## config.mk

```make
export PLATFORM = sky130hd
export DESIGN_NAME = wav_pcm_stream_parser
export DESIGN_NICKNAME = d
export VERILOG_FILES = /design/src/wps_pkg.sv /design/src/wps_in_stage.sv /design/src/wps_parser.sv /design/src/wps_out_stage.sv /design/src/wav_pcm_stream_parser.sv
export SDC_FILE = /design/constraint.sdc
export NUM_CORES = 1
export LEC_CHECK = 0
export BUFFER_PORTS_ARGS = -buffer_cell sky130_fd_sc_hd__clkbuf_2
export CORE_MARGIN = 2
export CORE_UTILIZATION = 51
export DETAILED_ROUTE_END_ITERATION = 12
export PLACE_DENSITY = 0.68
export SLEW_MARGIN = 40
export SYNTH_ARGS = -nofsm -noshare
export SYNTH_HDL_FRONTEND = slang
export SYNTH_SLANG_ARGS = --single-unit
```

## constraint.sdc

```tcl
create_clock -name i_clk -period 12.1 [get_ports i_clk]
set_input_delay 0.605 -clock i_clk [delete_from_list [all_inputs] [get_ports i_clk]]
set_output_delay 0.605 -clock i_clk [all_outputs]
set_load 0.05 [all_outputs]
```

## src/wps_pkg.sv

```systemverilog
// Shared types and constants for the WAVE PCM stream parser.
// Used by every module under src except wps_in_stage; depends on nothing.
package wps_pkg;

    // parser phases
    localparam logic [2:0] PH_HEADER    = 3'd0;
    localparam logic [2:0] PH_CHUNK_HDR = 3'd1;
    localparam logic [2:0] PH_SKIP      = 3'd2;
    localparam logic [2:0] PH_DATA      = 3'd3;
    localparam logic [2:0] PH_DONE      = 3'd4;
    localparam logic [2:0] PH_FAILED    = 3'd5;

    // result kinds
    localparam logic [1:0] KIND_FORMAT = 2'd0;
    localparam logic [1:0] KIND_SAMPLE = 2'd1;
    localparam logic [1:0] KIND_ERROR  = 2'd2;
    localparam logic [1:0] KIND_EMPTY  = 2'd3;

    // error codes
    localparam logic [2:0] ERR_BAD_TAG     = 3'd0;
    localparam logic [2:0] ERR_UNSUPPORTED = 3'd1;
    localparam logic [2:0] ERR_TRUNCATED   = 3'd2;
    localparam logic [2:0] ERR_ZERO_CHAN   = 3'd3;
    localparam logic [2:0] ERR_SHORT_FMT   = 3'd4;

    // chunk tags, big-endian as they arrive
    localparam logic [31:0] TAG_RIFF = 32'h5249_4646;
    localparam logic [31:0] TAG_WAVE = 32'h5741_5645;
    localparam logic [31:0] TAG_FMT  = 32'h666D_7420;
    localparam logic [31:0] TAG_DATA = 32'h6461_7461;

    localparam logic [15:0] PCM_FORMAT   = 16'd1;
    localparam logic [15:0] DEPTH_8      = 16'd8;
    localparam logic [15:0] DEPTH_16     = 16'd16;
    localparam logic [31:0] FMT_MIN_SIZE = 32'd16;
    localparam logic [7:0]  PCM8_OFFSET  = 8'h80;

    typedef struct packed {
        logic        valid;
        logic [1:0]  kind;
        logic [15:0] sample;
        logic        last_sample;
        logic [31:0] sample_rate;
        logic [15:0] channel_count;
        logic [4:0]  bit_depth;
        logic [2:0]  error_code;
    } t_result;

endpackage

```

## src/wps_in_stage.sv

```systemverilog
// Input register of the WAVE PCM stream parser.
// Holds one accepted byte until the parser consumes it; uses nothing else.
module wps_in_stage (
    input  logic       i_clk,
    input  logic       i_rst_n,
    input  logic       i_valid,
    input  logic [7:0] i_file_byte,
    input  logic       i_end_of_file,
    input  logic       i_take,
    output logic       o_stall,
    output logic       o_valid,
    output logic [7:0] o_file_byte,
    output logic       o_end_of_file
);
    logic       r_valid;
    logic [7:0] r_byte;
    logic       r_eof;
    logic       w_accept;

    assign o_stall  = r_valid && !i_take;
    assign w_accept = i_valid && !o_stall;

    always_ff @(posedge i_clk) begin
        if (!i_rst_n) begin
            r_valid <= 1'b0;
        end else if (w_accept) begin
            r_valid <= 1'b1;
        end else if (i_take) begin
            r_valid <= 1'b0;
        end
    end

    always_ff @(posedge i_clk) begin
        if (w_accept) begin
            r_byte <= i_file_byte;
            r_eof  <= i_end_of_file;
        end
    end

    assign o_valid       = r_valid;
    assign o_file_byte   = r_byte;
    assign o_end_of_file = r_eof;
endmodule

```

## src/wps_parser.sv

```systemverilog
// Parser state and per-byte update for the WAVE PCM stream parser.
// Depends on wps_pkg for phases, tags, codes and the result struct.
module wps_parser (
    input  logic             i_clk,
    input  logic             i_rst_n,
    input  logic             i_fire,
    input  logic [7:0]       i_file_byte,
    input  logic             i_end_of_file,
    output wps_pkg::t_result o_result
);
    import wps_pkg::*;

    logic [2:0]  r_phase,  n_phase;
    logic [5:0]  r_pos,    n_pos;
    logic [31:0] r_rate,   n_rate;
    logic [15:0] r_chan,   n_chan;
    logic [15:0] r_bits,   n_bits;
    logic [15:0] r_fmt,    n_fmt;
    logic [31:0] r_tag,    n_tag;
    logic [31:0] r_left,   n_left;
    logic [15:0] r_chidx,  n_chidx;
    logic [7:0]  r_low,    n_low;
    logic        r_bis,    n_bis;
    logic        r_tag_ok, n_tag_ok;

    t_result     w_res;
    logic        w_bps2;
    logic [16:0] w_frame;
    logic [31:0] w_left_dec;
    logic [32:0] w_start_left;
    logic [15:0] w_chidx_inc;
    logic [31:0] w_fmt_left;
    logic [1:0]  w_k;

    assign w_bps2       = (r_bits == DEPTH_16);
    assign w_frame      = w_bps2 ? {r_chan, 1'b0} : {1'b0, r_chan};
    assign w_left_dec   = r_left - 32'd1;
    assign w_start_left = {1'b0, w_left_dec} + (w_bps2 ? 33'd2 : 33'd1);
    assign w_chidx_inc  = r_chidx + 16'd1;
    assign w_k          = r_pos[1:0];

    always_comb begin
        n_phase    = r_phase;
        n_pos      = r_pos;
        n_rate     = r_rate;
        n_chan     = r_chan;
        n_bits     = r_bits;
        n_fmt      = r_fmt;
        n_tag      = r_tag;
        n_left     = r_left;
        n_chidx    = r_chidx;
        n_low      = r_low;
        n_bis      = r_bis;
        n_tag_ok   = r_tag_ok;
        w_res      = '0;
        w_fmt_left = r_left - FMT_MIN_SIZE;

        unique case (r_phase)
            PH_HEADER: begin
                if (r_pos < 6'd4 || (r_pos >= 6'd8 && r_pos < 6'd16)) begin
                    n_tag = {r_tag[23:0], i_file_byte};
                    if (r_pos == 6'd3 && n_tag != TAG_RIFF) n_tag_ok = 1'b0;
                    if (r_pos == 6'd11 && n_tag != TAG_WAVE) n_tag_ok = 1'b0;
                    if (r_pos == 6'd15 && n_tag != TAG_FMT) n_tag_ok = 1'b0;
                end else if (r_pos >= 6'd16 && r_pos < 6'd20) begin
                    // offsets 16, 20 and 24 are multiples of four: low bits give the lane
                    n_left = (w_k == 2'd0) ? {24'd0, i_file_byte}
                           : (r_left | ({24'd0, i_file_byte} << {w_k, 3'b000}));
                end else if (r_pos >= 6'd20 && r_pos < 6'd22) begin
                    n_fmt = r_pos[0] ? {i_file_byte, r_fmt[7:0]} : {8'd0, i_file_byte};
                end else if (r_pos >= 6'd22 && r_pos < 6'd24) begin
                    n_chan = r_pos[0] ? {i_file_byte, r_chan[7:0]} : {8'd0, i_file_byte};
                end else if (r_pos >= 6'd24 && r_pos < 6'd28) begin
                    n_rate = (w_k == 2'd0) ? {24'd0, i_file_byte}
                           : (r_rate | ({24'd0, i_file_byte} << {w_k, 3'b000}));
                end else if (r_pos >= 6'd34 && r_pos < 6'd36) begin
                    n_bits = r_pos[0] ? {i_file_byte, r_bits[7:0]} : {8'd0, i_file_byte};
                end

                if (r_pos != 6'd35) begin
                    n_pos = r_pos + 6'd1;
                end else begin
                    // header complete: checks in priority order
                    priority if (!n_tag_ok) begin
                        w_res.valid      = 1'b1;
                        w_res.kind       = KIND_ERROR;
                        w_res.error_code = ERR_BAD_TAG;
                        n_phase          = PH_FAILED;
                    end else if (n_fmt != PCM_FORMAT
                                 || (n_bits != DEPTH_8 && n_bits != DEPTH_16)) begin
                        w_res.valid      = 1'b1;
                        w_res.kind       = KIND_ERROR;
                        w_res.error_code = ERR_UNSUPPORTED;
                        n_phase          = PH_FAILED;
                    end else if (n_chan == 16'd0) begin
                        w_res.valid      = 1'b1;
                        w_res.kind       = KIND_ERROR;
                        w_res.error_code = ERR_ZERO_CHAN;
                        n_phase          = PH_FAILED;
                    end else if (r_left < FMT_MIN_SIZE) begin
                        w_res.valid      = 1'b1;
                        w_res.kind       = KIND_ERROR;
                        w_res.error_code = ERR_SHORT_FMT;
                        n_phase          = PH_FAILED;
                    end else begin
                        w_res.valid         = 1'b1;
                        w_res.kind          = KIND_FORMAT;
                        w_res.sample_rate   = r_rate;
                        w_res.channel_count = r_chan;
                        w_res.bit_depth     = n_bits[4:0];
                        n_left              = w_fmt_left;
                        n_pos               = 6'd0;
                        n_phase = (w_fmt_left == 32'd0) ? PH_CHUNK_HDR : PH_SKIP;
                    end
                end
            end

            PH_CHUNK_HDR: begin
                if (!r_pos[2]) begin
                    n_tag = {r_tag[23:0], i_file_byte};
                end else begin
                    n_left = (w_k == 2'd0) ? {24'd0, i_file_byte}
                           : (r_left | ({24'd0, i_file_byte} << {w_k, 3'b000}));
                end
                if (r_pos[2:0] != 3'd7) begin
                    n_pos = {3'd0, r_pos[2:0] + 3'd1};
                end else begin
                    n_pos = 6'd0;
                    if (r_tag == TAG_DATA) begin
                        if (n_left < {15'd0, w_frame}) begin
                            w_res.valid = 1'b1;
                            w_res.kind  = KIND_EMPTY;
                            n_phase     = PH_DONE;
                        end else begin
                            n_phase = PH_DATA;
                            n_chidx = 16'd0;
                            n_bis   = 1'b0;
                        end
                    end else begin
                        n_phase = (n_left == 32'd0) ? PH_CHUNK_HDR : PH_SKIP;
                    end
                end
            end

            PH_SKIP: begin
                n_left = w_left_dec;
                if (w_left_dec == 32'd0) begin
                    n_phase = PH_CHUNK_HDR;
                    n_pos   = 6'd0;
                end
            end

            PH_DATA: begin
                n_left = w_left_dec;
                if (r_chidx == 16'd0) begin
                    if (w_bps2 && !r_bis) begin
                        n_low = i_file_byte;
                    end else begin
                        w_res.valid  = 1'b1;
                        w_res.kind   = KIND_SAMPLE;
                        w_res.sample = w_bps2 ? {i_file_byte, r_low}
                                              : {i_file_byte ^ PCM8_OFFSET, 8'd0};
                        w_res.last_sample = (w_start_left < {15'd0, w_frame, 1'b0});
                    end
                end
                if (w_bps2 && !r_bis) begin
                    n_bis = 1'b1;
                end else begin
                    n_bis = 1'b0;
                    if (w_chidx_inc >= r_chan) begin
                        n_chidx = 16'd0;
                        if (w_left_dec < {15'd0, w_frame}) n_phase = PH_DONE;
                    end else begin
                        n_chidx = w_chidx_inc;
                    end
                end
            end

            default: begin
            end
        endcase

        if (i_end_of_file) begin
            // truncation error unless an error already stands or the stream ended cleanly
            if (!(w_res.valid && w_res.kind == KIND_ERROR)
                && n_phase != PH_DONE && n_phase != PH_FAILED) begin
                w_res            = '0;
                w_res.valid      = 1'b1;
                w_res.kind       = KIND_ERROR;
                w_res.error_code = ERR_TRUNCATED;
            end
            n_phase  = PH_HEADER;
            n_pos    = 6'd0;
            n_rate   = 32'd0;
            n_chan   = 16'd0;
            n_bits   = 16'd0;
            n_fmt    = 16'd0;
            n_tag    = 32'd0;
            n_left   = 32'd0;
            n_chidx  = 16'd0;
            n_low    = 8'd0;
            n_bis    = 1'b0;
            n_tag_ok = 1'b1;
        end
    end

    always_ff @(posedge i_clk) begin
        if (!i_rst_n) begin
            r_phase  <= PH_HEADER;
            r_pos    <= 6'd0;
            r_rate   <= 32'd0;
            r_chan   <= 16'd0;
            r_bits   <= 16'd0;
            r_fmt    <= 16'd0;
            r_tag    <= 32'd0;
            r_left   <= 32'd0;
            r_chidx  <= 16'd0;
            r_low    <= 8'd0;
            r_bis    <= 1'b0;
            r_tag_ok <= 1'b1;
        end else if (i_fire) begin
            r_phase  <= n_phase;
            r_pos    <= n_pos;
            r_rate   <= n_rate;
            r_chan   <= n_chan;
            r_bits   <= n_bits;
            r_fmt    <= n_fmt;
            r_tag    <= n_tag;
            r_left   <= n_left;
            r_chidx  <= n_chidx;
            r_low    <= n_low;
            r_bis    <= n_bis;
            r_tag_ok <= n_tag_ok;
        end
    end

    assign o_result = w_res;
endmodule

```

## src/wps_out_stage.sv

```systemverilog
// Result register of the WAVE PCM stream parser.
// Depends on wps_pkg for the result struct.
module wps_out_stage (
    input  logic             i_clk,
    input  logic             i_rst_n,
    input  logic             i_fire,
    input  wps_pkg::t_result i_result,
    input  logic             i_stall,
    output logic             o_free,
    output wps_pkg::t_result o_result
);
    import wps_pkg::*;

    logic    r_valid;
    t_result r_res;

    // slot is free when empty or when its beat leaves this cycle
    assign o_free = !r_valid || !i_stall;

    always_ff @(posedge i_clk) begin
        if (!i_rst_n) begin
            r_valid <= 1'b0;
        end else if (i_fire) begin
            r_valid <= i_result.valid;
        end else if (!i_stall) begin
            r_valid <= 1'b0;
        end
    end

    always_ff @(posedge i_clk) begin
        if (i_fire && i_result.valid) begin
            r_res <= i_result;
        end
    end

    always_comb begin
        o_result       = r_res;
        o_result.valid = r_valid;
    end
endmodule

```

## src/wav_pcm_stream_parser.sv

```systemverilog
// WAVE PCM stream parser, top level: input register, parser, result register.
// Depends on wps_pkg, wps_in_stage, wps_parser and wps_out_stage.
//
// Feed the file one byte per beat, with end_of_file on its final byte; the
// parser sustains one byte per cycle while results are taken. All header
// checks, chunk skipping and sample conversion are done combinationally from
// the byte held in the input register, against the parser's state registers;
// the result register behind it lets one more byte enter while a result waits
// to be taken. A header byte that completes the fmt block yields the format
// info (or an error), each whole frame yields its first-channel sample, and
// after end_of_file the parser starts over with the next byte. No clearing
// pass is needed after reset.
module wav_pcm_stream_parser (
    input  logic               i_clk,
    input  logic               i_rst_n,
    input  logic               i_valid,
    output logic               o_stall,
    input  logic [7:0]         i_file_byte,
    input  logic               i_end_of_file,
    output logic               o_valid,
    input  logic               i_stall,
    output logic [1:0]         o_kind,
    output logic signed [15:0] o_sample,
    output logic               o_last_sample,
    output logic [31:0]        o_sample_rate,
    output logic [15:0]        o_channel_count,
    output logic [4:0]         o_bit_depth,
    output logic [2:0]         o_error_code
);
    import wps_pkg::*;

    logic       w_in_valid;
    logic [7:0] w_in_byte;
    logic       w_in_eof;
    logic       w_out_free;
    logic       w_fire;
    t_result    w_step_res;
    t_result    w_out_res;

    assign w_fire = w_in_valid && w_out_free;

    wps_in_stage u_in_stage (
        .i_clk         (i_clk),
        .i_rst_n       (i_rst_n),
        .i_valid       (i_valid),
        .i_file_byte   (i_file_byte),
        .i_end_of_file (i_end_of_file),
        .i_take        (w_fire),
        .o_stall       (o_stall),
        .o_valid       (w_in_valid),
        .o_file_byte   (w_in_byte),
        .o_end_of_file (w_in_eof)
    );

    wps_parser u_parser (
        .i_clk         (i_clk),
        .i_rst_n       (i_rst_n),
        .i_fire        (w_fire),
        .i_file_byte   (w_in_byte),
        .i_end_of_file (w_in_eof),
        .o_result      (w_step_res)
    );

    wps_out_stage u_out_stage (
        .i_clk    (i_clk),
        .i_rst_n  (i_rst_n),
        .i_fire   (w_fire),
        .i_result (w_step_res),
        .i_stall  (i_stall),
        .o_free   (w_out_free),
        .o_result (w_out_res)
    );

    assign o_valid         = w_out_res.valid;
    assign o_kind          = w_out_res.kind;
    assign o_sample        = w_out_res.sample;
    assign o_last_sample   = w_out_res.last_sample;
    assign o_sample_rate   = w_out_res.sample_rate;
    assign o_channel_count = w_out_res.channel_count;
    assign o_bit_depth     = w_out_res.bit_depth;
    assign o_error_code    = w_out_res.error_code;
endmodule

```

-- Word level (Yosys, flattened, before mapping)
Cells that the tools add are included.
- add/subtract/negate cells: 6
- magnitude comparators: 18
- eq/ne operators: 35
- shift operators: 1
- mux-type cells: 129
- bitwise logic cells: 3
- reduce and logical (&&, ||, !) cells: 53
- operators with widths (kind ; count):
    two-way mux 32 bit ; 22
    two-way mux 16 bit ; 32
    two-way mux 53 bit ; 4
    two-way mux 76 bit ; 2
    two-way mux 56 bit ; 2
    zero test 32 bit ; 3
    inequality test 32 x 31 -> 1 bit (second input constant) ; 3
    one-hot mux 32 bit (3 select lines) ; 1
    two-way mux 3 bit ; 24
    < comparator 32 x 17 -> 1 bit ; 2
    OR 32 bit ; 2
    one-hot mux 32 bit (2 select lines) ; 1
    two-way mux 6 bit ; 7
    two-way mux 20 bit ; 2
    two-way mux 17 bit ; 2
    adder 32 x 33 -> 33 bit ; 1
    < comparator 33 x 18 -> 1 bit ; 1
    equality test 32 x 31 -> 1 bit (second input constant) ; 1
    zero test 16 bit ; 2
    < comparator 32 x 5 -> 1 bit (second input constant) ; 1
    two-way mux 8 bit ; 4
    one-hot mux 16 bit (2 select lines) ; 1
    << shifter 8 x 5 -> 32 bit ; 1
    subtractor 32 x 1 -> 32 bit (second input constant) ; 1
    48 further kinds ; 123
- register bits after elaboration: 265
- input port bits: 13
- output and inout bits: 77
- word-level logic and storage cells: 268

-- Longest topological paths before layout
Gate-level depths: netlist of run 1.
- depth in word-level cells: 24
- gate-level depth with buffers: 21
- depth with buffers taken out: 19

-- By module
From an unflattened synthesis of run 1, not the netlist that was laid out.
- cells, all modules: 1950
- area total of the unflattened synthesis: 16005.4 um^2
- modules (own cells, without submodules) (module ; instances ; cells each ; area an instance (um^2) ; seq. area each (um^2)):
    wps_parser ; 1 ; 1855 ; 13367.8 ; 3583.4
    wps_out_stage ; 1 ; 81 ; 2313.5 ; 2272.2
    wps_in_stage ; 1 ; 13 ; 317.8 ; 290.3
    wav_pcm_stream_parser ; 1 ; 1 ; 6.3 ; 0.0

-- Worst setup path before layout of run 1
No wires, ideal clock.
- path kind: reg2reg
- start point: register u_parser.r_bits[3]
- end point: register u_out_stage.r_res (netlist bit u_out_stage.o_result[0]), enable pin
- setup time: 0.553 ns
- arrival: 7.896 ns
- data required time: 11.547 ns
- slack: 3.651 ns
- cell stages (with the launch flop): 16
- buffers on the path: 2
- period minus slack after synthesis: 8.449 ns
- path through: dfxtp_1 > nor4b_1 > nand2_1 > nor2_1 > clkbuf_1 > mux2i_1 > ha_1 > and4_1 > o2111ai_1 > a2111o_1 > a41oi_1 > nor3_1 > and4b_1 > o41a_1 > clkbuf_1 > a31oi_1
- word-level cells in the longest chain between the ends: 23
- elaborated cells between the ends (all ways): 46
- classes of those cells: 2 x order compare; 6 x eq/ne; 30 x mux; 8 x reduce/logical
- RTL lines (element ; line ; source):
    from (decl) ; wps_parser.sv:17 ; logic [15:0] r_bits, n_bits;
    from (signal assigned) ; wps_parser.sv:226 ; r_bits <= n_bits;
    two-way mux 16 bit ; wps_parser.sv:77 ; n_bits = r_pos[0] ? {i_file_byte, r_bits[7:0]} : {8'd0, i_file_byte};
    two-way mux 16 bit ; wps_parser.sv:76 ; end else if (r_pos >= 6'd34 && r_pos < 6'd36) begin
    two-way mux 16 bit ; wps_parser.sv:73 ; end else if (r_pos >= 6'd24 && r_pos < 6'd28) begin
    two-way mux 16 bit ; wps_parser.sv:71 ; end else if (r_pos >= 6'd22 && r_pos < 6'd24) begin
    two-way mux 16 bit ; wps_parser.sv:69 ; end else if (r_pos >= 6'd20 && r_pos < 6'd22) begin
    two-way mux 16 bit ; wps_parser.sv:65 ; end else if (r_pos >= 6'd16 && r_pos < 6'd20) begin
    two-way mux 16 bit ; wps_parser.sv:60 ; if (r_pos < 6'd4 || (r_pos >= 6'd8 && r_pos < 6'd16)) begin
    two-way mux 16 bit ; wps_parser.sv:58 ; unique case (r_phase)
    [... 6 more ...] ; -- ;
    one-hot mux 3 bit (3 select lines) ; wps_parser.sv:58 ;
    equality test 2 bit ; wps_parser.sv:185 ; if (!(w_res.valid && w_res.kind == KIND_ERROR)
    logical AND 1 bit ; wps_parser.sv:185 ;
    zero test 1 bit ; wps_parser.sv:185 ;
    logical AND 1 bit (2 in a row) ; wps_parser.sv:186 ; && n_phase != PH_DONE && n_phase != PH_FAILED) begin
    two-way mux 76 bit ; wps_parser.sv:185 ;
    two-way mux 76 bit (*) ; wps_parser.sv:183 ; if (i_end_of_file) begin
    logical AND 1 bit (*) ; wps_out_stage.sv:31 ; if (i_fire && i_result.valid) begin
    to (signal assigned) ; wps_out_stage.sv:32 ; r_res <= i_result;
    to (decl) ; wps_out_stage.sv:15 ; t_result r_res;
Mark *: on every way between the ends. The rest lies on a longest branch, timed or not. The select of a mux whose other input is x is not followed.
A chain may end at the register's enable or synchronous reset.

-- Worst setup path after layout of run 1
- start point: register u_parser.r_pos[1]
- end point: register u_out_stage.r_res (netlist bit u_out_stage.o_result[18]), enable pin
- word-level cells in the longest chain between the ends: 24
- elaborated cells between the ends (all ways): 90
- classes of those cells: 14 x order compare; 11 x eq/ne; 1 x shift; 43 x mux; 1 x bitwise; 20 x reduce/logical
- RTL lines (element ; line ; source):
    from (decl) ; wps_parser.sv:14 ; logic [5:0] r_pos, n_pos;
    from (signal assigned) ; wps_parser.sv:223 ; r_pos <= n_pos;
    >= comparator 6 bit or < comparator 6 bit (tied branches) ; wps_parser.sv:76 ;
    logical AND 1 bit ; wps_parser.sv:76 ;
    two-way mux 16 bit ; wps_parser.sv:76 ;
    two-way mux 16 bit ; wps_parser.sv:73 ;
    two-way mux 16 bit ; wps_parser.sv:71 ;
    two-way mux 16 bit ; wps_parser.sv:69 ;
    two-way mux 16 bit ; wps_parser.sv:65 ;
    two-way mux 16 bit ; wps_parser.sv:60 ;
    [... 7 more ...] ; -- ;
    one-hot mux 3 bit (3 select lines) ; wps_parser.sv:58 ;
    equality test 2 bit ; wps_parser.sv:185 ;
    logical AND 1 bit ; wps_parser.sv:185 ;
    zero test 1 bit ; wps_parser.sv:185 ;
    logical AND 1 bit (2 in a row) ; wps_parser.sv:186 ;
    two-way mux 76 bit ; wps_parser.sv:185 ;
    two-way mux 76 bit (*) ; wps_parser.sv:183 ;
    logical AND 1 bit (*) ; wps_out_stage.sv:31 ;
Marked as above.

==> flow_metrics.tcl, run 1 <==
set metrics [dict create \
    status "finished, final reports clean" \
    insertion_delay_ps 580 \
    fin_nets 2054 \
    hold_ws_ps 208 \
    drc 0 \
    fill_cells 2928 \
    ir_drop_mv 0.118 \
    met3_length_mm 5.89 \
    wirelength_met1_mm 24.6 \
    p_int_uw 1640 \
    maxCapViolCount 0 \
    setup_viol 0 \
    finalCritPeriodShare_pct 50.4 \
    antenna_found_initial 0 \
    ys_seq_elements 265 \
    clkTransAtPathRegs_ps 60 \
    syn_to_final_growth_pct 10.7 \
    syn_area_um2 16600 \
    cts.path.max_buffers 3 \
    ctsResizeCount 0 \
    drt-initial-drc-count 2340 \
    clockRootBuffer "clkbuf_16" \
    fin_ws_ps 6000 \
    io_pins 90 \
    fin_util_pct 57.0 \
    dr.pass1.iters 6 \
    drt_wl_total_mm 57.5 \
    port_buffers 89 \
    required_ps 12290 \
    syn_inst 1956 \
    start_util_pct 51.5 \
    cts_setup_buffers 0 \
    crit_path_end_kind "flip-flop" \
    overflow 0 \
    clock-sinks 265 \
    numCtsBuffers 29 \
    grt_pass1_wl_mm 86.8 \
    r2r_slack_ps 6000 \
    dieArea_um2 34100 \
    diodes 0 \
    finalCriticalPeriod_ps 6100 \
    tns_ps 0 \
    seq_area_frac_synth_pct 37.0 \
    die_h_um 185 \
    rsz0062_at_grt "false" \
    rows 66 \
    slew_viol_final 0 \
    skew_ps 23.7 \
    crit_type "reg2reg" \
    fmax_mhz 164 \
    synth_edf_count 84 \
    grt_start_max_net_pins 95 \
    route.met2.wl_mm 24.2 \
    cts_tree "done" \
    worst_pin_slew_ps 939 \
    hpwl_mm 40.5 \
    cp_slowest_cell "dfxtp_1" \
    crit_fanout 71 \
    worstPathArrival_ps 6290 \
    p_switching_uw 695 \
    core-area_um2 32300 \
    synth_flop_cell "dfxtp_1" \
    max_stage_delay_ps 740 \
    clkPwrFrac_pct 41.2 \
    hold_path.class "in2reg" \
    swShare_pct 29.8 \
    finalHoldViolations 0 \
    pre_cts_slack_ps 6030 \
    async_flop_share_pct 0 \
    p_leak_uw 0.00707 \
    avgSynthCellArea_um2 8.50 \
    crit_start "u_parser.r_pos[1]$_SDFFE_PN0P_" \
    routed-via-count 15679 \
    startpoint_type "flip-flop" \
    power_density_nw_per_um2 127 \
    routed.top_layer "met4" \
    rr_startpoint "u_parser.r_pos[1]$_SDFFE_PN0P_" \
    crit_chain "inv_1 -> ha_1 -> nand2_1 -> o21ai_0 -> inv_1 -> ha_1 -> and4_1 -> o2111ai_1 -> a2111o_1 -> a41oi_1 -> nor3_1 -> and4b_1 -> o41a_1 -> buf_4 -> a31oi_4 -> buf_6" \
    slew_headroom_pct 36.9 \
    p_comb_share_pct 18.2 \
    wl_per_cell_um 23.7 \
    seq_power_share_pct 40.5 \
    min_from "i_file_byte[7]" \
    postRouteAntennaNets 0 \
    viasPerCell 6.45 \
    hold_buffers 0 \
    dieWidth_um 185 \
    yosys_warnings 0 \
    grt_pass1_vias 14442 \
    drive_gt1_share_pct 10.8 \
    h-tree-depth 1 \
    grtUsageTotal_pct 33.2 \
    synth_cell_types 82 \
    gp_congestion 0.984 \
]
area by class of cell:
cell class | count | area (um2) | area share, %
clock buffers | 34 | 764 | 4.16
clock inverters | 20 | 273 | 1.48
inverters | 60 | 225 | 1.22
multi-input cells | 1489 | 9740 | 53.0
flip-flops and latches | 265 | 6150 | 33.4
well taps | 442 | 553 | 3.01
repair buffers | 120 | 692 | 3.76
placed cells by master, fill, tap and decap left out, types with 12 or more instances in the layout:
master,netlist,routed
nor3_1,49,46
nor2b_1,132,132
a22oi_1,76,76
nand4_1,22,22
or3_1,20,20
ha_1,75,75
and3_1,71,71
nor2_1,146,144
inv_1,59,59
o21ai_0,85,84
xnor2_1,48,48
buf_4,0,30
edfxtp_1,84,84
nor3b_1,37,36
xor2_1,20,20
a21o_1,29,29
a21oi_1,135,135
dfxtp_1,181,181
nand2_1,126,126
o22ai_1,21,21
and2_1,36,36
or4_1,17,17
nand3_1,56,56
nor4_1,37,36
nand2b_1,12,12
clkbuf_16,0,29
clkbuf_2,0,88
mux2i_1,43,43
synth_stat cells (21+ instances only):
cell type / n / area share (%)
a21o_1: 29 / 1.3
a21oi_1: 135 / 4.1
a22oi_1: 76 / 3.4
and2_1: 36 / 1.4
and3_1: 71 / 2.7
clkbuf_1: 120 / 2.7
dfxtp_1: 181 / 22
edfxtp_1: 84 / 15
ha_1: 75 / 5.6
inv_1: 59 / 1.3
mux2i_1: 43 / 2.6
nand2_1: 126 / 2.8
nand3_1: 56 / 1.7
nand4_1: 22 / 0.83
nor2_1: 146 / 3.3
nor2b_1: 132 / 5.0
nor3_1: 49 / 1.5
nor3b_1: 37 / 1.7
nor4_1: 37 / 1.4
o21ai_0: 85 / 2.6
o22ai_1: 21 / 0.79
xnor2_1: 48 / 2.5
final timing paths:
| kind | to | depth (start not counted) |
|---|---|---|
| hold / removal | u_in_stage.o_file_byte[7]$_DFFE_PP_ | 1 |
| setup reg to reg | u_out_stage.o_result[18]$_DFFE_PP_ | 16 |
| hold reg to reg | u_parser.r_rate[15]$_SDFFE_PN0P_ | 2 |
| setup / recovery | u_out_stage.o_result[18]$_DFFE_PP_ | 16 |
state kept, by name, indices dropped and copies added (netlist names), 3 cells and up:
name / count
u_out_stage.o_result: 75
u_parser.r_left: 32
u_parser.r_rate: 32
u_parser.r_tag: 32
u_parser.r_bits: 16
u_parser.r_chan: 16
u_parser.r_chidx: 16
u_parser.r_fmt: 16
u_in_stage.o_file_byte: 8
u_parser.r_low: 8
u_parser.r_pos: 6
u_parser.r_phase: 3
worst max-delay path, delay by kind of cell, from the launching register on:
family | cells | cell delay, ps
AOI/OAI and AO/OA | 6 | 1810
adders and majority gates | 2 | 560
buffers and inverters | 4 | 1240
and+or+nand+nor | 4 | 1260
DFF | 1 | 740
stage by stage:
step / area (um2) / instances / power, uW
after floorplan: 16600 / 1958 / 1260
after global placement: 17300 / 2375 / 1370
after detailed placement: 17300 / 2376 / 1370
after CTS: 18400 / 2430 / 2320
after global routing: 18400 / 2430 / 2410
final: 18400 / 2430 / 2330
layer usage:
metal / global-route usage (%) / vias to the layer above
li1: - / 7174
met1: 46.1 / 7390
met2: 50.2 / 921
met3: 6.03 / 194
met4: 15.1 / 0
met5: 0 / -
power by group through the flow:
stage / combinational, uW / sequential (uW) / clock (uW)
6_report: 424 / 945 / 961
5_1_grt: 459 / 946 / 1000
4_1_cts: 413 / 944 / 966
3_5_place_dp: 411 / 964 / 0
3_3_place_gp: 410 / 964 / 0
2_1_floorplan: 267 / 990 / 0
kinds of logic (layout without fill, tap and decap cells):
kind of cell	count (synthesis)	after routing	synth area share (%)
DFF	265	265	37.0
other	1	3	0.0226
and+or+nand+nor	822	822	27.6
xor gates and xnor gates	68	68	3.58
adders and majority gates	76	76	5.77
AOI/OAI and AO/OA	473	473	18.4
buffers and inverters	204	234	4.83
muxes	47	47	2.86
(Power assumes the default switching activity.)
==> run 2, diff against run 1 <==
--- a/config.mk
+++ b/config.mk
@@ -9,7 +9,7 @@
 export CORE_MARGIN = 2
 export CORE_UTILIZATION = 51
 export DETAILED_ROUTE_END_ITERATION = 12
-export PLACE_DENSITY = 0.68
+export PLACE_DENSITY = 0.71
 export SLEW_MARGIN = 40
 export SYNTH_ARGS = -nofsm -noshare
 export SYNTH_HDL_FRONTEND = slang
==> constraint.sdc (replaced) <==
create_clock -name i_clk -period 5.35 [get_ports i_clk]
set_input_delay 0.2675 -clock i_clk [delete_from_list [all_inputs] [get_ports i_clk]]
set_output_delay 0.2675 -clock i_clk [all_outputs]
set_load 0.05 [all_outputs]
==> run 2 against run 1 <==
Compared with the run above: clock power increased by 110%; sequential cell count unchanged; combinational power rose by 130%; die area stayed put; count of clock-buffer cells in the layout grew 4; sequential share of layout area fell by 0.54 points; total power up 120%; critical path depth shrank 3; via count grew 1.1%; cell count up 1.7%; critical endpoint is now u_out_stage.o_result[56]$_DFFE_PP_; highest routed layer unchanged.
==> flow_metrics.tcl, run 2 (same netlist as run 1, synthesis figures left out) <==
set metrics [dict create \
    slew_headroom_pct 38.6 \
    syn_to_final_growth_pct 12.5 \
    die_h_um 185 \
    antenna_found_initial 0 \
    largest_reg_flops 75 \
    dr.pass1.iters 6 \
    crit_path_end_kind "flip-flop" \
    ir_drop_mv 0.221 \
    cts_tree "done" \
    drt-initial-drc-count 1840 \
    core-area_um2 32300 \
    slew_viol_final 0 \
    finalHoldViolations 0 \
    p_leak_uw 0.00723 \
    hpwl_mm 40.7 \
    cts.path.max_buffers 3 \
    h-tree-depth 1 \
    final_common_cell "dfxtp_1" \
    rr_startpoint "u_parser.r_left[5]$_SDFFE_PN0P_" \
    min_from "i_stall" \
    rsz0062_at_grt "false" \
    finalCritPeriodShare_pct 94.4 \
    dieArea_um2 34100 \
    start_util_pct 51.5 \
    drt_wl_total_mm 57.0 \
    status "finished, final reports clean" \
    numCtsBuffers 29 \
    grt_pass1_vias 14865 \
    finalCriticalPeriod_ps 5050 \
    rows 66 \
    p_comb_share_pct 19.2 \
    dieWidth_um 185 \
    required_ps 5790 \
    drc 0 \
    clkTransAtPathRegs_ps 60 \
    worstPathArrival_ps 5490 \
    diodes 0 \
    whs_endpoint "u_in_stage.o_valid$_SDFFE_PN0P_" \
    tns_ps 0 \
    reg2reg_to "u_out_stage.o_result[56]$_DFFE_PP_" \
    drive_gt1_share_pct 12.1 \
    clockRootBuffer "clkbuf_16" \
    setup_viol 0 \
    swShare_pct 29.9 \
    fill_cells 2886 \
    routed-via-count 15847 \
    skew_ps 15.2 \
    wl_per_cell_um 23.1 \
    r2r_slack_ps 300 \
    port_buffers 89 \
    p_switching_uw 1550 \
    worst_pin_slew_ps 920 \
    seq_power_share_pct 41.3 \
    insertion_delay_ps 580 \
    crit_fanout 17 \
    final_cell_mix "181 x dfxtp_1, 144 x nor2_1, 135 x a21oi_1, 132 x nor2b_1, 126 x nand2_1" \
    gp_congestion 1.07 \
    startpoint_type "flip-flop" \
    viasPerCell 6.41 \
    postRouteAntennaNets 0 \
    design_area_um2 18700 \
    grt_pass1_wl_mm 86.6 \
    p_int_uw 3630 \
    holdPathStages 3 \
    clkPwrFrac_pct 39.5 \
    io_pins 90 \
    fin_nets 2095 \
    power_density_nw_per_um2 277 \
    clock-sinks 265 \
    fmax_mhz 198 \
    grtUsageTotal_pct 33.0 \
    crit_type "reg2reg" \
    r2r_cells 13 \
    hold_path.class "in2reg" \
    maxCapViolCount 0 \
    place_area_um2 17600 \
    grt_start_max_net_pins 82 \
    overflow 0 \
]
-- run 2: power by group through the flow --
stage               Clock [uW]  Sequential [uW]  Combinational (uW)
finish                    2050             2140                 995
global route              2140             2140                1070
CTS                       2070             2140                 962
detailed placement           0             2180                 953
global placement             0             2180                 956
floorplan                    0             2240                 606
-- run 2: worst max-delay path, stage by stage, from the launching register on --
cell and delay (ps):
dfxtp_1 420, inv_1 190, ha_1 340, or4b_1 530
or4_1 570, nor4b_1 480, xnor2_1 290, nand2_1 180
or4_4 590, nor3_1 280, o41a_1 380, nor2b_2 200
buf_4 220, o2111a_1 230
-- run 2: stage by stage --
stage | std cells | total power [uW] | setup WS (ps) | hold WS (ps) | utilization [%]
finish | 2471 | 5180 | 300 | 125 | 57.9
global route | 2471 | 5360 | 71.4 | 141 | 57.9
CTS | 2469 | 5170 | 208 | 103 | 57.8
detailed placement | 2405 | 3140 | 257 | 449 | 54.5
global placement | 2405 | 3140 | 426 | 439 | 54.4
floorplan | 1958 | 2840 | 22.3 | 366 | -
-- run 2: layout make-up --
class                      count  area (um2)  share of cell area [%]
multi-input combinational   1489        9770                    52.2
sequential                   265        6150                    32.9
clock buffer                  38         790                    4.22
timing repair buffer         161        1040                    5.55
tap                          442         553                    2.96
inverter                      60         225                    1.20
clock inverter                16         178                   0.950
-- run 2: worst max-delay path by stage --
stage,start,end,slack [ps],cells after the start
2_1_floorplan,u_parser.r_bits[3]$_SDFFE_PN0P_,u_out_stage.o_result[0]$_DFFE_PP_,20,15
3_3_place_gp,u_parser.r_left[5]$_SDFFE_PN0P_,u_out_stage.o_result[56]$_DFFE_PP_,430,19
3_5_place_dp,u_parser.r_left[5]$_SDFFE_PN0P_,u_out_stage.o_result[56]$_DFFE_PP_,260,18
4_1_cts,u_parser.r_left[5]$_SDFFE_PN0P_,u_out_stage.o_result[56]$_DFFE_PP_,210,19
5_1_grt,u_parser.r_left[5]$_SDFFE_PN0P_,u_out_stage.o_result[56]$_DFFE_PP_,70,19
6_report,u_parser.r_left[5]$_SDFFE_PN0P_,u_out_stage.o_result[56]$_DFFE_PP_,300,13
-- run 2: layer usage --
metal  share of wire, %  GRT usage, %  routed length (um)  up-vias
li1                   -             -                   -     7233
met1                 42          44.5               23900     7540
met2                 42          50.5               24200      860
met3                9.7          5.85                5500      214
met4                6.1          17.3                3470        0
met5                  0             0                   0        -
-- run 2: timing repair --
action,in CTS,in global routing
endpoints found under the setup margin,0,18
gates resized for setup,0,3
hold buffers,10,0
hold endpoints to repair,10,0
buffers inserted,0,2
